$ cat config.mk
export PLATFORM = sky130hd
export DESIGN_NAME = cia_mul
export DESIGN_NICKNAME = d
export VERILOG_FILES = /design/src/sv/cia_pkg.sv /design/src/sv/cia_mul.sv
export SDC_FILE = /design/constraint.sdc
export NUM_CORES = 2
export LEC_CHECK = 0
export ABC_CLOCK_PERIOD_IN_PS = 22600
export BUFFER_PORTS_ARGS = -buffer_cell sky130_fd_sc_hd__buf_2
export CAP_MARGIN = 15
export CORE_MARGIN = 4
export CORE_UTILIZATION = 45
export CTS_CLUSTER_DIAMETER = 80
export CTS_CLUSTER_SIZE = 28
export DETAILED_ROUTE_END_ITERATION = 10
export SLEW_MARGIN = 20
export SYNTH_ARGS = -nofsm -noshare
export SYNTH_HDL_FRONTEND = slang
export SYNTH_SLANG_ARGS = --single-unit
$ cat constraint.sdc
create_clock -name clock -period 22.6 [get_ports clock]
set_input_delay 1.13 -clock clock [delete_from_list [all_inputs] [get_ports clock]]
set_output_delay 1.13 -clock clock [all_outputs]
set_load 0.005 [all_outputs]
$ cat src/sv/cia_pkg.sv
// Shared command and status codes and helpers for the checked integer arithmetic unit.
`timescale 1ns / 1ps

package cia_pkg;

   localparam int DATA_W = 64;

   typedef logic [2:0]        code_type;
   typedef logic [DATA_W-1:0] word_type;

   localparam code_type CMD_ADD  = 3'd0;
   localparam code_type CMD_SUB  = 3'd1;
   localparam code_type CMD_MUL  = 3'd2;
   localparam code_type CMD_DIV  = 3'd3;
   localparam code_type CMD_MOD  = 3'd4;
   localparam code_type CMD_POW  = 3'd5;
   localparam code_type CMD_FACT = 3'd6;

   localparam code_type ST_OK    = 3'd0;
   localparam code_type ST_OVER  = 3'd1;
   localparam code_type ST_UNDER = 3'd2;
   localparam code_type ST_DIVZ  = 3'd3;
   localparam code_type ST_INVAL = 3'd4;

   localparam word_type WORD_MIN = {1'b1, {(DATA_W-1){1'b0}}};
   localparam word_type WORD_ONE = word_type'(1);

   // unsigned magnitude of a two's complement word (MIN maps to 2^63)
   function automatic word_type mag(input word_type v);
      mag = v[DATA_W-1] ? (~v + WORD_ONE) : v;
   endfunction

endpackage

$ cat src/sv/cia_mul.sv
// Multi-cycle 64x64 unsigned multiplier built on one 32x32 partial product.
`timescale 1ns / 1ps

module cia_mul (
   input  logic                   clock,
   input  logic                   reset,
   input  logic                   start,
   input  cia_pkg::word_type      x,
   input  cia_pkg::word_type      y,
   output logic                   done,
   output logic [2*cia_pkg::DATA_W-1:0] product
);
   import cia_pkg::*;

   localparam int HALF_W = DATA_W / 2;

   logic [2:0]          cnt_ff;
   logic                run_ff;
   logic                done_ff;
   word_type            x_ff;
   word_type            y_ff;
   word_type            pp_ff;
   logic [1:0]          sh_ff;
   logic [2*DATA_W-1:0] acc_ff;

   logic [HALF_W-1:0]   a_half;
   logic [HALF_W-1:0]   b_half;
   word_type            pp_in;
   logic [1:0]          sh_in;
   logic [2*DATA_W-1:0] shifted;

   assign a_half = cnt_ff[0] ? x_ff[DATA_W-1:HALF_W] : x_ff[HALF_W-1:0];
   assign b_half = cnt_ff[1] ? y_ff[DATA_W-1:HALF_W] : y_ff[HALF_W-1:0];
   assign pp_in  = word_type'(a_half) * word_type'(b_half);
   assign sh_in  = {1'b0, cnt_ff[0]} + {1'b0, cnt_ff[1]};

   always_comb begin
      unique case (sh_ff)
         2'd0:    shifted = {{DATA_W{1'b0}}, pp_ff};
         2'd1:    shifted = {{HALF_W{1'b0}}, pp_ff, {HALF_W{1'b0}}};
         default: shifted = {pp_ff, {DATA_W{1'b0}}};
      endcase
   end

   always_ff @(posedge clock) begin
      if (reset) begin
         run_ff  <= 1'b0;
         done_ff <= 1'b0;
         cnt_ff  <= 3'd0;
      end else begin
         done_ff <= 1'b0;
         if (start) begin
            run_ff <= 1'b1;
            cnt_ff <= 3'd0;
            acc_ff <= '0;
            x_ff   <= x;
            y_ff   <= y;
         end else if (run_ff) begin
            if (cnt_ff != 3'd4) begin
               pp_ff <= pp_in;
               sh_ff <= sh_in;
            end
            // accumulate the partial product taken in the previous cycle
            if (cnt_ff != 3'd0) begin
               acc_ff <= acc_ff + shifted;
            end
            if (cnt_ff == 3'd4) begin
               run_ff  <= 1'b0;
               done_ff <= 1'b1;
            end
            cnt_ff <= cnt_ff + 3'd1;
         end
      end
   end

   assign done    = done_ff;
   assign product = acc_ff;

endmodule

# == Word-level counts from Yosys, hierarchy flattened ==
# Index checks and enable logic that the tools add are counted.
# W data, S select, Z words.
# classes
eq_ne,3
div,0
n_mul,1
shift,0
n_reduce_logical,9
mux,9
magnitude_cmp,0
bitwise,3
add_sub_neg,3
# op_table
operator,n
$mux W128,2
$pmux W128 S2,1
$add A128 B128 Y128,1
$mul A32 B32 Y64,1
$mux W32,2
$mux W1,4
$reduce_and A4 Y1,1
$reduce_bool A2 Y1,2
$add A3 B1 Y3 const B,1
$eq A3 B3 Y1 const B,1
$ne A3 B3 Y1 const B,1
$not A1 Y1,3
$reduce_and A3 Y1,1
$reduce_bool A3 Y1,1
$reduce_or A3 Y1,1
$add A1 B1 Y2,1
$eq A2 B1 Y1 const B,1
$logic_not A2 Y1,1
$reduce_and A2 Y1,1
$reduce_or A2 Y1,1
# totals
mem_bits_rw,0
latch_bits,0
reg_bits,327
n_memories,0
word_cells,36
inputBits,131
romBits,0

# == Depth between registers and ports, before layout ==
# logic_depth
depth_word,5
mapped_depth,34

# == Least setup slack after synthesis ==
# Ideal clock, no wire load.
# synth_path
path_kind,register to register
from,register cnt_ff[1]
to,"register pp_ff[63], data pin"
setup_time_ns,0.260
path_stages_with_launch,32
n_path_buf,5
slack_ns,13.788
required_time_ns,22.340
arrival_ns,8.552
cell_sequence,dfxtp_1 clkbuf_1 clkbuf_1 buf_1 buf_1 mux2_1 nand2_1 fa_1 fa_1 fa_1 fa_1 inv_1 fa_1 inv_1 fa_1 inv_1 fa_1 inv_1 fa_1 inv_1 ha_1 clkbuf_1 a21o_1 a21o_1 a211oi_1 a2111o_1 nand2b_1 a21oi_1 a21oi_1 o31a_1 o21ai_1 xnor2_1
# synth_via
elab_chain_len,2
# synth_rtl
element,line,text
from (decl),cia_mul.sv:17,logic [2:0] cnt_ff;
from (signal assigned),cia_mul.sv:71,cnt_ff <= cnt_ff + 3'd1;
$mux W32,cia_mul.sv:33,assign b_half = cnt_ff[1] ? y_ff[DATA_W-1:HALF_W] : y_ff[HALF_W-1:0];
$mul A32 B32 Y64,cia_mul.sv:34,assign pp_in = word_type'(a_half) * word_type'(b_half);
via pp_in[63],cia_mul.sv:28,word_type pp_in;
to (signal assigned),cia_mul.sv:60,pp_ff <= pp_in;
to (decl),cia_mul.sv:22,word_type pp_ff;
# The timed path passes the listed nets, and every way through them passes these cells.
# A chain may end at the register's enable or synchronous reset.

# == Worst setup path in the final report ==
# layout_path
from,register cnt_ff[0]
to,"register pp_ff[61], data pin"
# layout_via
elab_chain_len,2
# layout_rtl
element,line,text
$mux W32,cia_mul.sv:32,assign a_half = cnt_ff[0] ? x_ff[DATA_W-1:HALF_W] : x_ff[HALF_W-1:0];
$mul A32 B32 Y64,cia_mul.sv:34,
via pp_in[61],cia_mul.sv:28,
# The timed path passes the listed nets, and every way through them passes these cells.

==> out/metrics.yaml <==
critical_path:
  reg2reg_from: "cnt_ff[0]"
  critPathTopFamily: "adder cells"
  cpMostUsedCell: "fa_1"
  cp.arrival_ns: 10.35
  path_max_fanout: 38
  cp-end-kind: "flip-flop"
  crit_type: "flip-flop to flip-flop"
  cp.buffers_inverters: 5
  cpMaxStageDelayCell: "mux2i_4"
  r2r_cells: 26
  r2r_slack_ns: 12.64
  critPathLaunchType: "flip-flop"
  rr_endpoint: "pp_ff[61]"
  crit_required_ns: 23.00
  slowest_delay_ns: 0.93
floorplanning:
  die_w_um: 353
  io_pins: 260
  die_h_um: 353
  coreArea_mm2: 0.118
  dieArea_mm2: 0.124
  rows: 126
  start_util_pct: 45.3
clock_tree:
  postCtsHoldBufs: 0
  path_clk_slew_ns: 0.09
  cts_setup_buffers: 0
  cts_sinks: 327
  cts_tree: "yes"
  clk_path_buf_depth: 3
  cts-htree-levels: 1
  cts_resized: 0
  cts_made_buffers: 27
  root_buffer: "clkbuf_16"
  clock_latency_ns: 0.66
synth:
  yosys.area.top_type: "fa_1"
  ys_ff_latch: 327
  synth_seq_area_share_pct: 18.3
  synth_nets: 7250
  synth_edf_count: 322
  ys_types: 78
  post_synth_main_area_contributors: "fa_1 34%, edfxtp_1 18%, ha_1 9.2%"
  syn_avg_cell_area_um2: 9.16
  async_flop_share_pct: 0
  synth.top_cells.by_count: "928 x inv_1, 897 x fa_1, 863 x nor2_1, 652 x nand2_1, 392 x ha_1"
  synthCells: 5830
  yosys_warnings: 0
  synth_most_common_cell: "inv_1"
  netlist.area_leader.share_pct: 33.6
  synth_area_mm2: 0.0534
  synth_flop_cell: "edfxtp_1"
timing:
  clock_skew_ns: 0.0437
  max_slew_margin_pct: 23.5
  setup_viol: 0
  whs_ns: 0.530
  rsz0062_at_grt: "false"
  slew_violations: 0
  tns_ns: 0
  fmax_mhz: 100
  period_share_pct: 44.0
  worst_slew_pin_slew_ns: 1.12
  fin_crit_ns: 9.96
  final-hold-violation-count: 0
grt:
  use_met2_pct: 46.6
  grt_pass1_wl_um: 284000
  grt.met1_usage_pct: 40.7
  overflow: 0
  use_met3_pct: 8.23
  grt.total_usage_pct: 30.4
  grt.busiest_layer: "met2"
  antenna_found_initial: 6
  grt_max_degree: 82
  grt_pass1_vias: 44530
placement:
  dp_hpwl_um: 150000
  post_dp_cell_area_mm2: 0.0564
  numPortBuffers: 259
  gp_congestion: 1.01
finish:
  area_delta_synth_final_pct: 7.73
  final_nets: 7325
  stdcell_area_mm2: 0.0576
  drive_gt1_share_pct: 8.84
  fin_util_pct: 48.8
worst_hold_path:
  hold_start: "cnt_ff[2]"
  whs_endpoint: "done"
  min_path_type: "flip-flop to flip-flop"
  hold_depth: 2
detailed_routing:
  routed_wl_um: 191000
  via_per_inst: 5.76
  drc: 0
  drt_iter0_drc: 4322
  antenna_left: 0
  drt-pass1-iter-count: 5
  num_vias: 43019
  wire_per_inst_um: 25.6
job:
  drv_cap: 0
status:
  status: "complete, no violations"
-- state kept, by name (all words and copies together) (netlist names) --
signal and count:
product 128, pp_ff 64, x_ff 64, y_ff 64
cnt_ff 3, sh_ff 2, done 1, run_ff 1
-- placed cells by master (no fill, tap or decap), types with 27 or more instances in the layout --
master	instances
a21o_1	110
a21oi_1	278
a22o_1	32
a31oi_1	30
and2_1	75
buf_2	258
buf_4	76
clkbuf_16	27
edfxtp_1	322
fa_1	897
ha_1	392
inv_1	928
mux2_2	57
mux2i_1	51
mux2i_2	36
nand2_1	652
nand3_1	39
nand4_1	81
nor2_1	862
nor3_1	36
o21ai_0	137
o21bai_1	54
xnor2_1	126
xor2_1	60
-- cells by family after synthesis --
family	share of synthesized area (%)
AOI/OAI and AO/OA	9.67
xor gates and xnor gates	3.05
buffers and inverters	8.59
and+or+nand+nor	14.4
DFF	18.3
muxes	3.23
adders and majority gates	42.8
-- worst register-to-register path, cell delays in order (launching register included) --
cell and delay [ns]:
dfxtp_4 0.69, buf_4 0.70, mux2i_4 0.99, nor2_1 0.17, fa_1 0.51, fa_1 0.56, inv_1 0.07, fa_1 0.46
fa_1 0.54, fa_1 0.58, inv_1 0.06, fa_1 0.45, fa_1 0.49, inv_1 0.05, fa_1 0.47, inv_1 0.04
ha_1 0.41, nand2_1 0.10, o21ai_0 0.29, a211oi_1 0.14, a2111o_1 0.41, a21oi_1 0.19, nand3_1 0.19, o31ai_1 0.48
a311oi_2 0.23, o31ai_1 0.33, xor2_1 0.10
-- final cells by class --
type                    instances  area (µm²)
flip-flops and latches        327        9780
well taps                    1536        1920
clock buffers                  27         676
clock inverters                23         478
fillers                     11293       60400
repair buffers                334        1860
multi-input cells            4287       39300
diodes                          2        5.00
inverters                     928        3480
-- per-stage QoR --
step | std cells | setup WS, ns
floorplan | 5830 | 13.79
global placement | 7412 | 12.84
finish | 7464 | 12.64
CTS | 7462 | 12.73
global route | 7462 | 12.18
detailed placement | 7412 | 12.74
-- per-layer routing --
metal | routed length (µm) | up-vias
met5 | 11 | -
met1 | 76300 | 21416
met3 | 21700 | 420
met2 | 82700 | 2412
met4 | 9990 | 2
li1 | - | 18769
-- worst max path at each step --
stage | start | end | slack, ns | depth (start not counted)
global route | cnt_ff[0] | pp_ff[61] | 12.18 | 26
detailed placement | cnt_ff[0] | pp_ff[61] | 12.74 | 28
CTS | cnt_ff[0] | pp_ff[61] | 12.73 | 28
finish | cnt_ff[0] | pp_ff[61] | 12.64 | 26
global placement | cnt_ff[0] | pp_ff[63] | 12.84 | 28
floorplan | cnt_ff[1] | pp_ff[63] | 13.79 | 31
Power is left out: the tool's default activity adds up to more than one toggle a clock period on the data nets, which glitch-free logic cannot reach.
