===== src/sv/cia_pkg.sv =====
// Shared command and status codes and helpers for the checked integer arithmetic unit.
`timescale 1ns / 1ps

package cia_pkg;

   localparam int DATA_W = 64;

   typedef logic [2:0]        code_type;
   typedef logic [DATA_W-1:0] word_type;

   localparam code_type CMD_ADD  = 3'd0;
   localparam code_type CMD_SUB  = 3'd1;
   localparam code_type CMD_MUL  = 3'd2;
   localparam code_type CMD_DIV  = 3'd3;
   localparam code_type CMD_MOD  = 3'd4;
   localparam code_type CMD_POW  = 3'd5;
   localparam code_type CMD_FACT = 3'd6;

   localparam code_type ST_OK    = 3'd0;
   localparam code_type ST_OVER  = 3'd1;
   localparam code_type ST_UNDER = 3'd2;
   localparam code_type ST_DIVZ  = 3'd3;
   localparam code_type ST_INVAL = 3'd4;

   localparam word_type WORD_MIN = {1'b1, {(DATA_W-1){1'b0}}};
   localparam word_type WORD_ONE = word_type'(1);

   // unsigned magnitude of a two's complement word (MIN maps to 2^63)
   function automatic word_type mag(input word_type v);
      mag = v[DATA_W-1] ? (~v + WORD_ONE) : v;
   endfunction

endpackage


===== src/sv/cia_div.sv =====
// Bit-serial restoring divider on unsigned 64-bit magnitudes.
`timescale 1ns / 1ps

module cia_div (
   input  logic              clock,
   input  logic              reset,
   input  logic              start,
   input  cia_pkg::word_type dividend,
   input  cia_pkg::word_type divisor,
   output logic              done,
   output cia_pkg::word_type quotient,
   output cia_pkg::word_type remainder
);
   import cia_pkg::*;

   localparam int CNT_W = $clog2(DATA_W);

   logic [CNT_W-1:0] cnt_ff;
   logic             run_ff;
   logic             done_ff;
   word_type         n_ff;
   word_type         r_ff;
   word_type         d_ff;

   logic [DATA_W:0]  trial;
   logic [DATA_W:0]  diff;
   logic             ge;

   assign trial = {r_ff, n_ff[DATA_W-1]};
   assign diff  = trial - {1'b0, d_ff};
   assign ge    = trial >= {1'b0, d_ff};

   always_ff @(posedge clock) begin
      if (reset) begin
         run_ff  <= 1'b0;
         done_ff <= 1'b0;
         cnt_ff  <= '0;
      end else begin
         done_ff <= 1'b0;
         if (start) begin
            run_ff <= 1'b1;
            cnt_ff <= '0;
            n_ff   <= dividend;
            d_ff   <= divisor;
            r_ff   <= '0;
         end else if (run_ff) begin
            r_ff   <= ge ? diff[DATA_W-1:0] : trial[DATA_W-1:0];
            n_ff   <= {n_ff[DATA_W-2:0], ge};
            cnt_ff <= cnt_ff + CNT_W'(1);
            if (cnt_ff == CNT_W'(DATA_W - 1)) begin
               run_ff  <= 1'b0;
               done_ff <= 1'b1;
            end
         end
      end
   end

   assign done      = done_ff;
   assign quotient  = n_ff;
   assign remainder = r_ff;

endmodule


===== config.mk =====
export PLATFORM = sky130hd
export DESIGN_NAME = cia_div
export DESIGN_NICKNAME = d
export VERILOG_FILES = /design/src/sv/cia_pkg.sv /design/src/sv/cia_div.sv
export SDC_FILE = /design/constraint.sdc
export NUM_CORES = 1
export LEC_CHECK = 0
export ABC_AREA = 1
export BUFFER_PORTS_ARGS = -buffer_cell sky130_fd_sc_hd__buf_2
export CAP_MARGIN = 20
export CORE_ASPECT_RATIO = 0.8
export CORE_UTILIZATION = 50
export CTS_CLUSTER_DIAMETER = 80
export DETAILED_ROUTE_END_ITERATION = 10
export PLACE_DENSITY = 0.76
export REMOVE_ABC_BUFFERS = 1
export SLEW_MARGIN = 20
export SYNTH_ARGS = -nofsm -noshare
export SYNTH_HDL_FRONTEND = slang
export SYNTH_SLANG_ARGS = --single-unit

===== constraint.sdc =====
create_clock -name clock -period 10 [get_ports clock]
set_clock_uncertainty 0.15 [all_clocks]
set_input_delay 0.5 -clock clock [delete_from_list [all_inputs] [get_ports clock]]
set_output_delay 0.5 -clock clock [all_outputs]
set_load 0.01 [all_outputs]

# Yosys cells after proc, flatten, opt, wreduce, memory -nomap -nowiden
# Index checks and enable logic that the tools add are counted.
[classes]
mux = 8
n_eq_ne = 1
addsub = 2
magnitude_cmp = 1
bitwise = 2
reduce_logical = 5
[op_table]
columns = ["cell", "n"]
rows = [
  ["two-way mux 64 bit", 4],
  ["greater-or-equal comparator 65 x 64 -> 1 bit", 1],
  ["subtractor 64 bit", 1],
  ["adder 6 x 1 -> 6 bit, second input constant", 1],
  ["== test 6 bit, second input constant", 1],
  ["two-way mux 1 bit", 4],
  ["AND reduction 2 bit", 2],
  ["OR reduction 3 bit", 1],
  ["inverter 1 bit", 2],
  ["nonzero test 2 bit", 1],
  ["OR reduction 2 bit", 1],
]
[totals]
wordCells = 25
reg_bits = 200

# Depth between registers and ports, before layout
# Gate-level depths: netlist of the first run.
[depth]
word_depth = 4
mapped_depth = 19

# Worst setup path before layout of the first run
# No wires, ideal clock.
[synth_timing]
kind = "input-to-reg"
start = "input port start"
end = "register n_ff[0], in the netlist quotient[0] (enable)"
arrival_time_ns = 7.194
setup_time_ns = 0.659
path_stages = 4
setup_slack_ns = 1.997
n_path_buf = 2
path_cell_list = "inv_1 clkbuf_1 clkbuf_1 a21oi_1"
[synth_between]
elab_chain_cells = 2
[synth_rtl]
columns = ["item", "line", "source"]
rows = [
  ["from (decl)", "cia_div.sv:7", "input logic start,"],
  ["nonzero test 2 bit (no line)", "--", ""],
  ["AND reduction 2 bit (no line)", "--", ""],
  ["to (signal assigned)", "cia_div.sv:43", "n_ff <= dividend;"],
  ["to (signal assigned)", "cia_div.sv:48", "n_ff <= {n_ff[DATA_W-2:0], ge};"],
  ["to (decl)", "cia_div.sv:21", "word_type n_ff;"],
]
# Every way passes these cells.
# A chain may end at the register's enable or synchronous reset.

# Final worst setup path of the first run
[layout_timing]
start = "register r_ff[54], in the netlist remainder[54]"
end = "register r_ff[53], in the netlist remainder[53] (data pin)"
[layout_between]
elab_chain_cells = 3
[layout_rtl]
columns = ["item", "line", "source"]
rows = [
  ["from (decl)", "cia_div.sv:22", "word_type r_ff;"],
  ["from (signal assigned)", "cia_div.sv:47", "r_ff <= ge ? diff[DATA_W-1:0] : trial[DATA_W-1:0];"],
  ["greater-or-equal comparator 65 x 64 -> 1 bit", "cia_div.sv:31", "assign ge = trial >= {1'b0, d_ff};"],
  ["two-way mux 64 bit", "cia_div.sv:47", ""],
  ["two-way mux 64 bit", "cia_div.sv:46", "end else if (run_ff) begin"],
]
# Every way passes these cells. The select of a mux whose other input is x is not followed.

==> PnR_summary.wiki, run 1 <==
{| class="wikitable"
! Metric !! Value
|-
| Finish-stage setup viols || 0
|-
| Post-Syn Area per Cell || 6.76 sq um
|-
| Area share of the leading cell type in the synthesized netlist || approximately 40%
|-
| Vias in the first global route || 13100
|-
| Setup WS pre-CTS || 6.19 ns
|-
| H-tree level count || 4
|-
| Post-cts hold buffer count || 0
|-
| Global-route wire length before repair || between 70000 and 80000 microns
|-
| Maximum count of clock buffers along a single path || 2
|-
| Average detailed-routed wire length per instance || 17.0 microns
|-
| Die boundary width || between 150 and 200 microns
|-
| Gate count after technology mapping || 2136
|-
| Worst Slack Setup Final || 6.08 ns
|-
| CTS tree || yes
|-
| Worst Max-Slew Pin Slew || 0.974 ns
|-
| Library cell with the largest summed area after synthesis || sky130_fd_sc_hd__edfxtp_1
|-
| Floorplan Core Area || 28400 sq um
|-
| Number of nets still failing antenna checks after routing || 0
|-
| Data arrival time of the worst path || between 3 and 4 ns
|-
| Number of hold violations in the final report || 0
|-
| Stages on the worst setup path || 13
|-
| Count of routing violations after the opening detailed-route iteration || ~1200
|-
| First-pass DRT Iterations || 5
|-
| Cell chain of the critical path || ha_1 -> nand2_1 -> inv_1 -> a21oi_1 -> o21a_1 -> o21ai_1 -> nor2_4 -> nand2_4 -> buf_4 -> nand2_4 -> nand2_1 -> nand2_1 -> inv_1
|-
| Worst hold path cell count || 1
|-
| Maximum fanout encountered on the critical timing path || 36
|-
| Reg2Reg Setup Slack || 6.08 ns
|-
| CTS root buffer || sky130_fd_sc_hd__clkbuf_16
|-
| Final critical path time including I/O delays and setup || 3.92 ns
|-
| Final-layout setup total negative slack || 0 ns
|-
| Critical Path Start || remainder[54]
|-
| Ports || 260
|-
| Placer congestion estimate || 1.02
|-
| Clock network latency to the later pin of the worst-skew pair || 0.47 ns
|-
| Share of the clock period used by the worst path || 39.2%
|-
| Fraction of the yosys area taken by sequential cells || 41.1%
|-
| Area Overhead vs Synth || 16.0%
|-
| Clock Sinks || 200
|-
| Floorplan die area || 29500 sq um
|-
| Antenna cell count || 0
|-
| Vias || 13800
|-
| Clock buffers created by TritonCTS || 17
|-
| Power density over the cells || roughly 170 nW/um^2
|-
| CP startpoint kind || register
|-
| Final routed DRC violation total || 0
|-
| Category of the critical setup timing path || reg2reg
|-
| Count of synthesis-stage warnings from yosys || 0
|-
| DIE HEIGHT || 154 microns
|-
| Setup repair after global routing missed its margin || false
|-
| Leakage || 9.50 nW
|-
| R2R Path End || remainder[53]
|-
| Post-CTS Resized || 0
|-
| Total wire length || around 47000 microns
|-
| Register bit total from synthesis || 200
|-
| Highest-delay cell along the critical path || sky130_fd_sc_hd__nor2_4
|-
| Dominant cells by area after synthesis || sky130_fd_sc_hd__edfxtp_1, sky130_fd_sc_hd__nand2_1, sky130_fd_sc_hd__inv_1
|-
| Critical path capture point || remainder[53]
|-
| Crit-path leading delay family || simple AND/OR/NAND/NOR gates
|-
| Total gr overflow || 0
|-
| Antenna violations before repair || 2
|-
| Number of vias per cell after detailed routing || 4.98
|-
| Reg-to-reg startpoint || remainder[54]
|-
| Tightest hold margin || around 0.046 ns
|-
| Worst path buffer plus inverter count || 3
|-
| HPWL after detailed placement || 37800 microns
|-
| Clock edge transition at the registers on the reported setup and hold paths || 0.10 ns
|-
| Final number of max-transition violations || 0
|-
| Area of placed instances || 16100 sq um
|-
| Cell occurring most often along the worst timing path || sky130_fd_sc_hd__nand2_1
|-
| Number of different library cells in the post-synthesis netlist || 34
|-
| # port buffers || 259
|-
| Final design utilization || roughly three fifths
|-
| Number of nets in the layout || 2581
|-
| Fillcell total || approximately 2800
|-
| Normalized max-slew margin || 34.9%
|-
| Capturing element type of the critical path || register
|-
| Highest clock frequency the design can meet || 255 MHz
|-
| Area of all placed cells without fillers || 16700 sq um
|-
| Maximum capacitance violations || 0
|-
| Initial core utilization || 50.9%
|-
| Number of placement rows || 55
|-
| Cell depth of the worst flop-to-flop path || 13
|-
| VDD IR-drop max || 126 uV
|-
| Outcome || complete, no violations
|-
| Total global-route track usage || 32.4%
|-
| Type of the most critical hold path || in2reg
|-
| Maximum number of pins on one net before global-route repair || between 70 and 80
|-
| Required time of the worst setup path || 10.06 ns
|-
| Synthesized cell area || 14400 sq um
|-
| Critical Path Max Stage Delay || about 0.74 ns
|-
| # Post-CTS Setup Buffers || 0
|-
| Layout cells sized above 1 || 13.2%
|}
## report_power, final
part	total [W]	internal (W)	switching (W)	leakage [nW]
registers	0.00106	0.00102	0.0000443	1.91
logic	0.000967	0.000309	0.000658	7.27
clock network	0.000787	0.000381	0.000406	0.321
total	0.00282	0.00171	0.00111	9.50
## Yosys cell counts
| library cell | count |
|---|---|
| sky130_fd_sc_hd__nor2_1 | 208 |
| sky130_fd_sc_hd__clkbuf_1 | 16 |
| sky130_fd_sc_hd__nor3_2 | 1 |
| sky130_fd_sc_hd__nand3_1 | 63 |
| sky130_fd_sc_hd__fa_1 | 1 |
| sky130_fd_sc_hd__and3_1 | 1 |
| sky130_fd_sc_hd__nand2_4 | 3 |
| sky130_fd_sc_hd__buf_6 | 4 |
| sky130_fd_sc_hd__o22ai_1 | 1 |
| sky130_fd_sc_hd__o21ai_0 | 10 |
| sky130_fd_sc_hd__nand2_2 | 2 |
| sky130_fd_sc_hd__nand3b_1 | 43 |
| sky130_fd_sc_hd__nor4_1 | 2 |
| sky130_fd_sc_hd__nor3_1 | 9 |
| sky130_fd_sc_hd__nor2_2 | 5 |
| sky130_fd_sc_hd__nand4_1 | 12 |
| sky130_fd_sc_hd__inv_1 | 438 |
| sky130_fd_sc_hd__nand3_2 | 1 |
| sky130_fd_sc_hd__xnor2_1 | 1 |
| sky130_fd_sc_hd__dfxtp_1 | 8 |
| sky130_fd_sc_hd__inv_2 | 3 |
| sky130_fd_sc_hd__buf_2 | 6 |
| sky130_fd_sc_hd__nand2_1 | 952 |
| sky130_fd_sc_hd__a21oi_1 | 37 |
| sky130_fd_sc_hd__xor2_1 | 32 |
| sky130_fd_sc_hd__buf_4 | 5 |
| sky130_fd_sc_hd__and2_1 | 5 |
| sky130_fd_sc_hd__buf_1 | 5 |
| sky130_fd_sc_hd__nor3b_1 | 1 |
| sky130_fd_sc_hd__ha_1 | 65 |
| sky130_fd_sc_hd__o21ai_1 | 1 |
| sky130_fd_sc_hd__edfxtp_1 | 192 |
| sky130_fd_sc_hd__or2_2 | 2 |
| sky130_fd_sc_hd__o21a_1 | 1 |
## layout by cell type (no fill, tap or decap), types with 8 or more instances in the layout
master / count
sky130_fd_sc_hd__nand2_1: 952
sky130_fd_sc_hd__nand3_1: 63
sky130_fd_sc_hd__xor2_1: 32
sky130_fd_sc_hd__dfxtp_1: 8
sky130_fd_sc_hd__ha_1: 65
sky130_fd_sc_hd__nand4_1: 12
sky130_fd_sc_hd__inv_1: 437
sky130_fd_sc_hd__nand3b_1: 43
sky130_fd_sc_hd__o21ai_0: 10
sky130_fd_sc_hd__buf_2: 259
sky130_fd_sc_hd__nor2_1: 207
sky130_fd_sc_hd__clkbuf_16: 17
sky130_fd_sc_hd__a21oi_1: 36
sky130_fd_sc_hd__nor3_1: 9
sky130_fd_sc_hd__edfxtp_1: 192
## flip-flops by register name (all words and copies together), names as in the netlist
name       cells
remainder     64
quotient      64
d_ff          64
done           1
run_ff         1
cnt_ff         6
## cells by family after synthesis
group,after synthesis,share of synthesized area (%)
AO/OA/AOI/OAI,50,1.76
adder cells (fa/ha/maj),66,5.78
XOR/XNOR,33,2.00
flip-flops,200,41.1
buffers and inverters,477,12.8
AND/OR/NAND/NOR,1310,36.6
## layout make-up
cell class / count / area (sq um) / area share (%)
Multi-Input combinational cell: 1459 / 6680 / 39.9
Clock buffer: 17 / 425 / 2.54
Clock inverter: 15 / 244 / 1.46
Sequential cell: 200 / 5930 / 35.4
Tap cell: 370 / 463 / 2.77
Inverter: 441 / 1660 / 9.91
Timing Repair Buffer: 265 / 1340 / 8.01
## stage by stage
stage / instances / power, W
3_5_place_dp: 2735 / 0.00203
3_3_place_gp: 2735 / 0.00201
6_report: 2767 / 0.00282
5_1_grt: 2767 / 0.00297
2_1_floorplan: 2100 / 0.00171
4_1_cts: 2767 / 0.00281
## how the worst min path moves through the flow
stage,start,end,slack [ns]
6_report,divisor[4],d_ff[4],0.05
5_1_grt,divisor[33],d_ff[33],0.03
4_1_cts,divisor[32],d_ff[32],0.03
3_5_place_dp,cnt_ff[5],cnt_ff[5],0.31
3_3_place_gp,cnt_ff[5],cnt_ff[5],0.30
2_1_floorplan,cnt_ff[5],cnt_ff[5],0.29
## layer usage
metal / global-route usage (%) / part of all wire, % / up-vias
met4: 6.84 / 1.5 / 4
met5: 0 / 0.057 / -
met3: 6.69 / 7.4 / 42
li1: - / - / 6933
met1: 45.8 / 47 / 6282
met2: 51.0 / 45 / 528
Note: power is estimated with default switching activity, not from simulation.
==> inputs of run 2 (changes only) <==
--- a/config.mk
+++ b/config.mk
@@ -5,14 +5,14 @@
 export SDC_FILE = /design/constraint.sdc
 export NUM_CORES = 1
 export LEC_CHECK = 0
-export ABC_AREA = 1
+export ABC_AREA = 0
 export BUFFER_PORTS_ARGS = -buffer_cell sky130_fd_sc_hd__buf_2
 export CAP_MARGIN = 20
 export CORE_ASPECT_RATIO = 0.8
 export CORE_UTILIZATION = 50
 export CTS_CLUSTER_DIAMETER = 80
 export DETAILED_ROUTE_END_ITERATION = 10
-export PLACE_DENSITY = 0.76
+export PLACE_DENSITY = 0.8
 export REMOVE_ABC_BUFFERS = 1
 export SLEW_MARGIN = 20
 export SYNTH_ARGS = -nofsm -noshare
==> constraint.sdc (replaced) <==
create_clock -name clock -period 3.2 [get_ports clock]
set_clock_uncertainty 0.15 [all_clocks]
set_input_delay 0.16 -clock clock [delete_from_list [all_inputs] [get_ports clock]]
set_output_delay 0.16 -clock clock [all_outputs]
set_load 0.01 [all_outputs]
==> PnR_summary.wiki, run 2 <==
{| class="wikitable"
! Metric !! Value
|-
| Outcome || complete, but fails checks (was complete, no violations)
|-
| Violated checks || negative setup slack
|-
| Normalized max-slew margin || 52.9% (was 34.9%)
|-
| Total wire length || 41700 microns (was 47200 microns)
|-
| First-pass DRT Iterations || 5 (unchanged)
|-
| Type of the most critical hold path || in2reg (unchanged)
|-
| Worst Slack Setup Final || -0.188 ns (was 6.08 ns)
|-
| Category of the critical setup timing path || reg2reg (unchanged)
|-
| Highest clock frequency the design can meet || 295 MHz (was 255 MHz)
|-
| DIE HEIGHT || 140 microns (was 154 microns)
|-
| Combinational family with the most area after synthesis || compound AO/OA/AOI/OAI gates (was simple AND/OR/NAND/NOR gates)
|-
| Xor and xnor area share after synthesis || 4.35% (was 2.00%)
|-
| Leakage || 7.83 nW (was 9.50 nW)
|-
| Clock buffers created by TritonCTS || 17 (unchanged)
|-
| Top library cells by usage in the layout, fill and taps aside || sky130_fd_sc_hd__buf_2, sky130_fd_sc_hd__buf_4, sky130_fd_sc_hd__edfxtp_1 (was sky130_fd_sc_hd__nand2_1, sky130_fd_sc_hd__inv_1, sky130_fd_sc_hd__buf_2)
|-
| Share of cell area taken by muxes after synthesis || 7.49% (was 0%)
|-
| Required time of the worst setup path || 3.24 ns (was 10.06 ns)
|-
| Instance count after placement with tap cells included || 1815 (was 2735)
|-
| Library cell with the largest summed area after synthesis || sky130_fd_sc_hd__edfxtp_1 (unchanged)
|-
| CTS tree || yes (unchanged)
|-
| Top cells by count, synth || sky130_fd_sc_hd__edfxtp_1, sky130_fd_sc_hd__nand2_1, sky130_fd_sc_hd__a21oi_1 (was sky130_fd_sc_hd__nand2_1, sky130_fd_sc_hd__inv_1, sky130_fd_sc_hd__nor2_1)
|-
| H-tree level count || 4 (unchanged)
|-
| Final routed DRC violation total || 0 (unchanged)
|-
| Floorplan Core Area || 23300 sq um (was 28400 sq um)
|-
| HPWL after detailed placement || 25700 microns (was 37800 microns)
|-
| Area share of the leading cell type in the synthesized netlist || 48.5% (was 40.0%)
|-
| Gate count after technology mapping || 1101 (was 2136)
|-
| Die boundary width || 174 microns (was 192 microns)
|-
| Floorplan die area || 24400 sq um (was 29500 sq um)
|-
| Layout cells sized above 1 || 42.9% (was 13.2%)
|-
| Maximum capacitance violations || 0 (unchanged)
|-
| Data arrival time of the worst path || 3.43 ns (was 3.99 ns)
|-
| Worst Max-Slew Pin Slew || 0.707 ns (was 0.974 ns)
|-
| Maximum number of pins on one net before global-route repair || 84 (was 72)
|-
| Average detailed-routed wire length per instance || 20.6 microns (was 17.0 microns)
|-
| Clock edge transition at the registers on the reported setup and hold paths || 0.09 ns (was 0.10 ns)
|-
| Most frequent standard cell in the layout excluding fill and tap cells || sky130_fd_sc_hd__buf_2 (was sky130_fd_sc_hd__nand2_1)
|-
| Total chip power || 0.00912 W (was 0.00282 W)
|-
| Setup WS pre-CTS || -0.361 ns (was 6.19 ns)
|-
| Count of routing violations after the opening detailed-route iteration || 1322 (was 1192)
|-
| # port buffers || 259 (unchanged)
|-
| Maximum fanout encountered on the critical timing path || 8 (was 36)
|-
| Fraction of the yosys area taken by sequential cells || 49.9% (was 41.1%)
|-
| Post-Syn Area per Cell || 10.8 sq um (was 6.76 sq um)
|-
| Number of hold violations in the final report || 0 (unchanged)
|-
| Vias in the first global route || 11200 (was 13100)
|-
| Ports || 260 (unchanged)
|-
| Share of the clock period used by the worst path || 106% (was 39.2%)
|-
| Share of synthesized cell area in full adder, half adder and majority cells || 7.01% (was 5.78%)
|-
| Initial core utilization || 50.9% (about the same)
|-
| Total global-route track usage || 31.7% (was 32.4%)
|-
| Capturing element type of the critical path || register (unchanged)
|-
| Dominant cells by area after synthesis || sky130_fd_sc_hd__edfxtp_1, sky130_fd_sc_hd__ha_1, sky130_fd_sc_hd__mux2_2 (was sky130_fd_sc_hd__edfxtp_1, sky130_fd_sc_hd__nand2_1, sky130_fd_sc_hd__inv_1)
|-
| Number of placement rows || 50 (was 55)
|-
| Number of vias per cell after detailed routing || 5.77 (was 4.98)
|-
| Setup repair after global routing missed its margin || true (was false)
|-
| Clock Sinks || 200 (unchanged)
|-
| Number of nets in the layout || 1891 (was 2581)
|-
| Fillcell total || 1423 (was 2758)
|-
| Count of synthesis-stage warnings from yosys || 0 (unchanged)
|-
| Global-route wire length before repair || 60000 microns (was 72000 microns)
|-
| Most used flip-flop cell after synthesis || sky130_fd_sc_hd__edfxtp_1 (unchanged)
|-
| Number of nets still failing antenna checks after routing || 0 (unchanged)
|-
| VDD IR-drop max || 415 uV (was 126 uV)
|-
| Area fraction in compound gates after synthesis || 15.7% (was 1.76%)
|-
| Vias || 11600 (was 13800)
|-
| Area Overhead vs Synth || 52.4% (was 16.0%)
|-
| CTS root buffer || sky130_fd_sc_hd__clkbuf_16 (unchanged)
|-
| Power density over the cells || 503 nW/um^2 (was 168 nW/um^2)
|-
| Final design utilization || 77.6% (was 59.0%)
|-
| Clock network latency to the later pin of the worst-skew pair || 0.46 ns (was 0.47 ns)
|-
| Synthesized cell area || 11900 sq um (was 14400 sq um)
|-
| Antenna violations before repair || 0 (was 2)
|-
| Final number of max-transition violations || 0 (unchanged)
|-
| Maximum count of clock buffers along a single path || 2 (unchanged)
|-
| EDFF count, synth || 192 (unchanged)
|-
| Non-filler cells in the finished layout || 2019 (was 2767)
|-
| Simple-gate portion of the synthesized area || 11.0% (was 36.6%)
|-
| Final critical path time including I/O delays and setup || 3.39 ns (was 3.92 ns)
|-
| Total gr overflow || 0 (unchanged)
|-
| Register bit total from synthesis || 200 (unchanged)
|-
| Cell with the most instances after synthesis || sky130_fd_sc_hd__edfxtp_1 (was sky130_fd_sc_hd__nand2_1)
|-
| Number of different library cells in the post-synthesis netlist || 74 (was 34)
|-
| Finish-stage setup viols || 63 (was 0)
|-
| Antenna cell count || 0 (unchanged)
|-
| Placer congestion estimate || 0.925 (was 1.02)
|-
| Post-synth ARST share || 0% (unchanged)
|-
| CP startpoint kind || register (unchanged)
|}
## run 2: per-stage QoR
step | hold slack, ns | TNS, ns | area (sq um)
finish | 0.0193 | -6.79 | 18100
global route | 0.0402 | -14.84 | 18100
CTS | 0.0135 | -1.07 | 17200
detailed placement | 0.188 | -13.61 | 14900
global placement | 0.187 | -13.04 | 14900
floorplan | 0.109 | -597.38 | 11600
## run 2: logic make-up (layout without fill, tap and decap cells)
| group | Yosys count | after routing |
|---|---|---|
| AOI/OAI and AO/OA | 283 | 283 |
| xor gates and xnor gates | 59 | 59 |
| adders and majority gates | 66 | 66 |
| buffers and inverters | 132 | 738 |
| DFF | 200 | 200 |
| muxes | 81 | 81 |
| and+or+nand+nor | 280 | 280 |
## run 2: worst max-delay path: stages (launching register included)
cell                       delay [ns]
sky130_fd_sc_hd__edfxtp_1        0.44
sky130_fd_sc_hd__ha_1            0.32
sky130_fd_sc_hd__and2_4          0.17
sky130_fd_sc_hd__nand3_2         0.08
sky130_fd_sc_hd__or4_4           0.51
sky130_fd_sc_hd__nor4_4          0.16
sky130_fd_sc_hd__buf_4           0.16
sky130_fd_sc_hd__nand4_1         0.13
sky130_fd_sc_hd__o211ai_1        0.22
sky130_fd_sc_hd__a31o_4          0.22
sky130_fd_sc_hd__buf_12          0.17
sky130_fd_sc_hd__buf_8           0.13
sky130_fd_sc_hd__mux2i_1         0.21
sky130_fd_sc_hd__nor2_1          0.06
## run 2: where the power goes
group          switching (W)  internal, W  total [W]
clock network        0.00115      0.00113    0.00228
registers           0.000134      0.00315    0.00328
logic                0.00183      0.00172    0.00355
## run 2: final timing paths
path,end,slack (ns),cells after the start,start
setup / recovery,remainder[29],-0.19,13,remainder[52]
hold / removal,cnt_ff[3],0.02,3,reset
setup reg to reg,remainder[29],-0.19,13,remainder[52]
hold reg to reg,cnt_ff[5],0.36,2,cnt_ff[5]
## run 2: layout make-up
type / instances / area [sq um] / share of cell area [%]
Multi-Input combinational cell: 769 / 6250 / 34.5
Sequential cell: 200 / 5930 / 32.7
Timing Repair Buffer: 625 / 4640 / 25.6
Clock buffer: 18 / 429 / 2.37
Tap cell: 312 / 390 / 2.16
Inverter: 81 / 304 / 1.68
Clock inverter: 14 / 176 / 0.974
## run 2: what timing repair did
item	4_1_cts	5_1_grt
setup endpoints to repair	65	65
setup buffers	17	19
hold buffers	128	0
pin swaps	18	44
gates resized for setup	56	112
cloned	1	8
endpoints found under the hold margin	128	0
## run 2: per-layer routing
layer	share of wire, %	track usage, %	up-vias	routed length [microns]
li1	-	-	5253	-
met1	41	42.9	5643	17000
met2	48	52.0	644	20000
met3	8.5	5.52	106	3530
met4	2.8	9.83	0	1180
met5	0	0	-	0
==> inputs of run 3 (changes only) <==
--- a/config.mk
+++ b/config.mk
@@ -10,6 +10,7 @@
 export CAP_MARGIN = 20
 export CORE_ASPECT_RATIO = 0.8
 export CORE_UTILIZATION = 50
+export CTS_BUF_LIST = sky130_fd_sc_hd__clkbuf_16
 export CTS_CLUSTER_DIAMETER = 80
 export DETAILED_ROUTE_END_ITERATION = 10
 export PLACE_DENSITY = 0.8
==> PnR_summary.wiki, run 3 (synthesis gave the netlist of run 2 again) <==
{| class="wikitable"
! Metric !! Value
|-
| Outcome || complete, but fails checks (unchanged)
|-
| Violated checks || negative setup slack (unchanged)
|-
| Ports || 260 (unchanged)
|-
| Count of routing violations after the opening detailed-route iteration || 1322 (unchanged)
|-
| Total gr overflow || 0 (unchanged)
|-
| VDD IR-drop max || 415 uV (about the same)
|-
| Layout cells sized above 1 || 42.9% (unchanged)
|-
| Clock buffers created by TritonCTS || 17 (unchanged)
|-
| Average detailed-routed wire length per instance || 20.6 microns (unchanged)
|-
| Clock Sinks || 200 (unchanged)
|-
| Maximum capacitance violations || 0 (unchanged)
|-
| CP startpoint kind || register (unchanged)
|-
| # port buffers || 259 (unchanged)
|-
| CTS root buffer || sky130_fd_sc_hd__clkbuf_16 (unchanged)
|-
| CTS tree || yes (unchanged)
|-
| Final-layout setup total negative slack || -6.79 ns (about the same)
|-
| Die boundary width || 174 microns (unchanged)
|-
| Total wire length || 41700 microns (unchanged)
|-
| Number of hold violations in the final report || 0 (unchanged)
|-
| Area Overhead vs Synth || 52.4% (unchanged)
|-
| Sequential cell area || 5930 sq um (unchanged)
|-
| Data arrival time of the worst path || 3.43 ns (about the same)
|-
| Combined area of the multi-input logic cells || 6250 sq um (unchanged)
|-
| Top library cells by usage in the layout, fill and taps aside || sky130_fd_sc_hd__buf_2, sky130_fd_sc_hd__buf_4, sky130_fd_sc_hd__edfxtp_1 (unchanged)
|-
| Maximum number of pins on one net before global-route repair || 84 (unchanged)
|-
| Final routed DRC violation total || 0 (unchanged)
|-
| Floorplan die area || 24400 sq um (unchanged)
|-
| Highest clock frequency the design can meet || 295 MHz (unchanged)
|-
| Clock edge transition at the registers on the reported setup and hold paths || 0.09 ns (about the same)
|-
| Power density over the cells || 503 nW/um^2 (about the same)
|-
| Placer congestion estimate || 0.925 (unchanged)
|-
| Number of vias per cell after detailed routing || 5.77 (about the same)
|-
| Final critical path time including I/O delays and setup || 3.39 ns (unchanged)
|-
| Setup WS pre-CTS || -0.361 ns (unchanged)
|-
| Antenna violations before repair || 0 (unchanged)
|-
| Antenna cell count || 0 (unchanged)
|-
| First-pass DRT Iterations || 5 (unchanged)
|-
| Floorplan Core Area || 23300 sq um (unchanged)
|-
| Vias in the first global route || 11200 (unchanged)
|-
| Finish-stage setup viols || 63 (unchanged)
|-
| Worst Max-Slew Pin Slew || 0.707 ns (unchanged)
|-
| Setup repair after global routing missed its margin || true (unchanged)
|-
| Leakage || 7.84 nW (was 7.83 nW)
|-
| Hold Path End || cnt_ff[3] (unchanged)
|-
| R2R Path End || remainder[29] (unchanged)
|-
| Reg-to-reg startpoint || remainder[52] (unchanged)
|-
| Most frequent standard cell in the layout excluding fill and tap cells || sky130_fd_sc_hd__buf_2 (unchanged)
|-
| Final number of max-transition violations || 0 (unchanged)
|-
| Worst hold path cell count || 3 (unchanged)
|-
| Required time of the worst setup path || 3.24 ns (about the same)
|-
| Global-route wire length before repair || 60000 microns (unchanged)
|-
| Initial core utilization || 50.9% (unchanged)
|-
| HPWL after detailed placement || 25700 microns (unchanged)
|-
| Maximum fanout encountered on the critical timing path || 8 (unchanged)
|-
| Number of nets still failing antenna checks after routing || 0 (unchanged)
|-
| Number of nets in the layout || 1891 (unchanged)
|-
| Clock network latency to the later pin of the worst-skew pair || 0.46 ns (about the same)
|-
| H-tree level count || 4 (unchanged)
|-
| Capturing element type of the critical path || register (unchanged)
|-
| Normalized max-slew margin || 52.9% (unchanged)
|-
| Category of the critical setup timing path || reg2reg (unchanged)
|-
| Number of placement rows || 50 (unchanged)
|-
| Reg2Reg Setup Slack || -0.19 ns (about the same)
|-
| DIE HEIGHT || 140 microns (unchanged)
|-
| Fillcell total || 1423 (unchanged)
|-
| Share of the clock period used by the worst path || 106% (unchanged)
|-
| Hold_sp || reset (unchanged)
|-
| Worst Slack Setup Final || -0.188 ns (unchanged)
|-
| Cell depth of the worst flop-to-flop path || 13 (unchanged)
|-
| Total global-route track usage || 31.7% (unchanged)
|-
| Vias || 11600 (about the same)
|-
| Maximum count of clock buffers along a single path || 2 (unchanged)
|-
| Type of the most critical hold path || in2reg (unchanged)
|}
run 3: cell count changes in the layout (fill, tap and decap cells not counted), sizes merged:
cell	previous run	this run
clkbuf	24	23
inv	88	89
run 3: worst max path at each step:
| stage | from | endpoint | slack, ns |
|---|---|---|---|
| after floorplan | run_ff | run_ff | -4.36 |
| after detailed placement | remainder[52] | remainder[5] | -0.36 |
| after global routing | remainder[5] | remainder[31] | -0.32 |
| after CTS | remainder[10] | remainder[46] | -0.08 |
| final | remainder[52] | remainder[29] | -0.19 |
| after global placement | remainder[24] | remainder[33] | -0.33 |
run 3: layer usage:
layer  GRT usage [%]  share of wire (%)
met1            42.9                 41
met4            9.83                2.8
met5               0                  0
met2            52.0                 48
met3            5.52                8.5
run 3: report_power, final:
part / total [W] / switching [W] / internal [W]
Combinational: 0.00355 / 0.00183 / 0.00172
Sequential: 0.00328 / 0.000134 / 0.00315
Clock: 0.00228 / 0.00115 / 0.00112
run 3: layout make-up:
cell class | count | share of cell area (%)
Multi-Input combinational cell | 769 | 34.5
Sequential cell | 200 | 32.7
Timing Repair Buffer | 625 | 25.6
Clock buffer | 17 | 2.35
Tap cell | 312 | 2.16
Inverter | 81 | 1.68
Clock inverter | 15 | 0.995
run 3: stage by stage:
| stage | util [%] | cell area [sq um] | hold WS, ns | power, W | std cells |
|---|---|---|---|---|---|
| 2_1_floorplan | - | 11600 | 0.109 | 0.00485 | 1050 |
| 3_3_place_gp | 63.7 | 14900 | 0.187 | 0.00595 | 1815 |
| 3_5_place_dp | 63.7 | 14900 | 0.188 | 0.00602 | 1815 |
| 4_1_cts | 73.9 | 17200 | 0.0135 | 0.00856 | 1993 |
| 5_1_grt | 77.6 | 18100 | 0.0402 | 0.00944 | 2019 |
| 6_report | 77.6 | 18100 | 0.0193 | 0.00911 | 2019 |
run 3: worst max-delay path, stage by stage, from the launching register on:
cell and delay [ns]:
sky130_fd_sc_hd__edfxtp_1 0.44, sky130_fd_sc_hd__ha_1 0.32, sky130_fd_sc_hd__and2_4 0.17, sky130_fd_sc_hd__nand3_2 0.08, sky130_fd_sc_hd__or4_4 0.51, sky130_fd_sc_hd__nor4_4 0.16
sky130_fd_sc_hd__buf_4 0.16, sky130_fd_sc_hd__nand4_1 0.13, sky130_fd_sc_hd__o211ai_1 0.22, sky130_fd_sc_hd__a31o_4 0.22, sky130_fd_sc_hd__buf_12 0.17, sky130_fd_sc_hd__buf_8 0.13
sky130_fd_sc_hd__mux2i_1 0.21, sky130_fd_sc_hd__nor2_1 0.06
run 3: repair_timing:
item,4_1_cts,5_1_grt
cloned,1,8
hold buffers,128,0
pin swaps,18,44
endpoints found under the setup margin,65,65
resized for setup,56,112
endpoints found under the hold margin,128,0
setup buffers,17,19
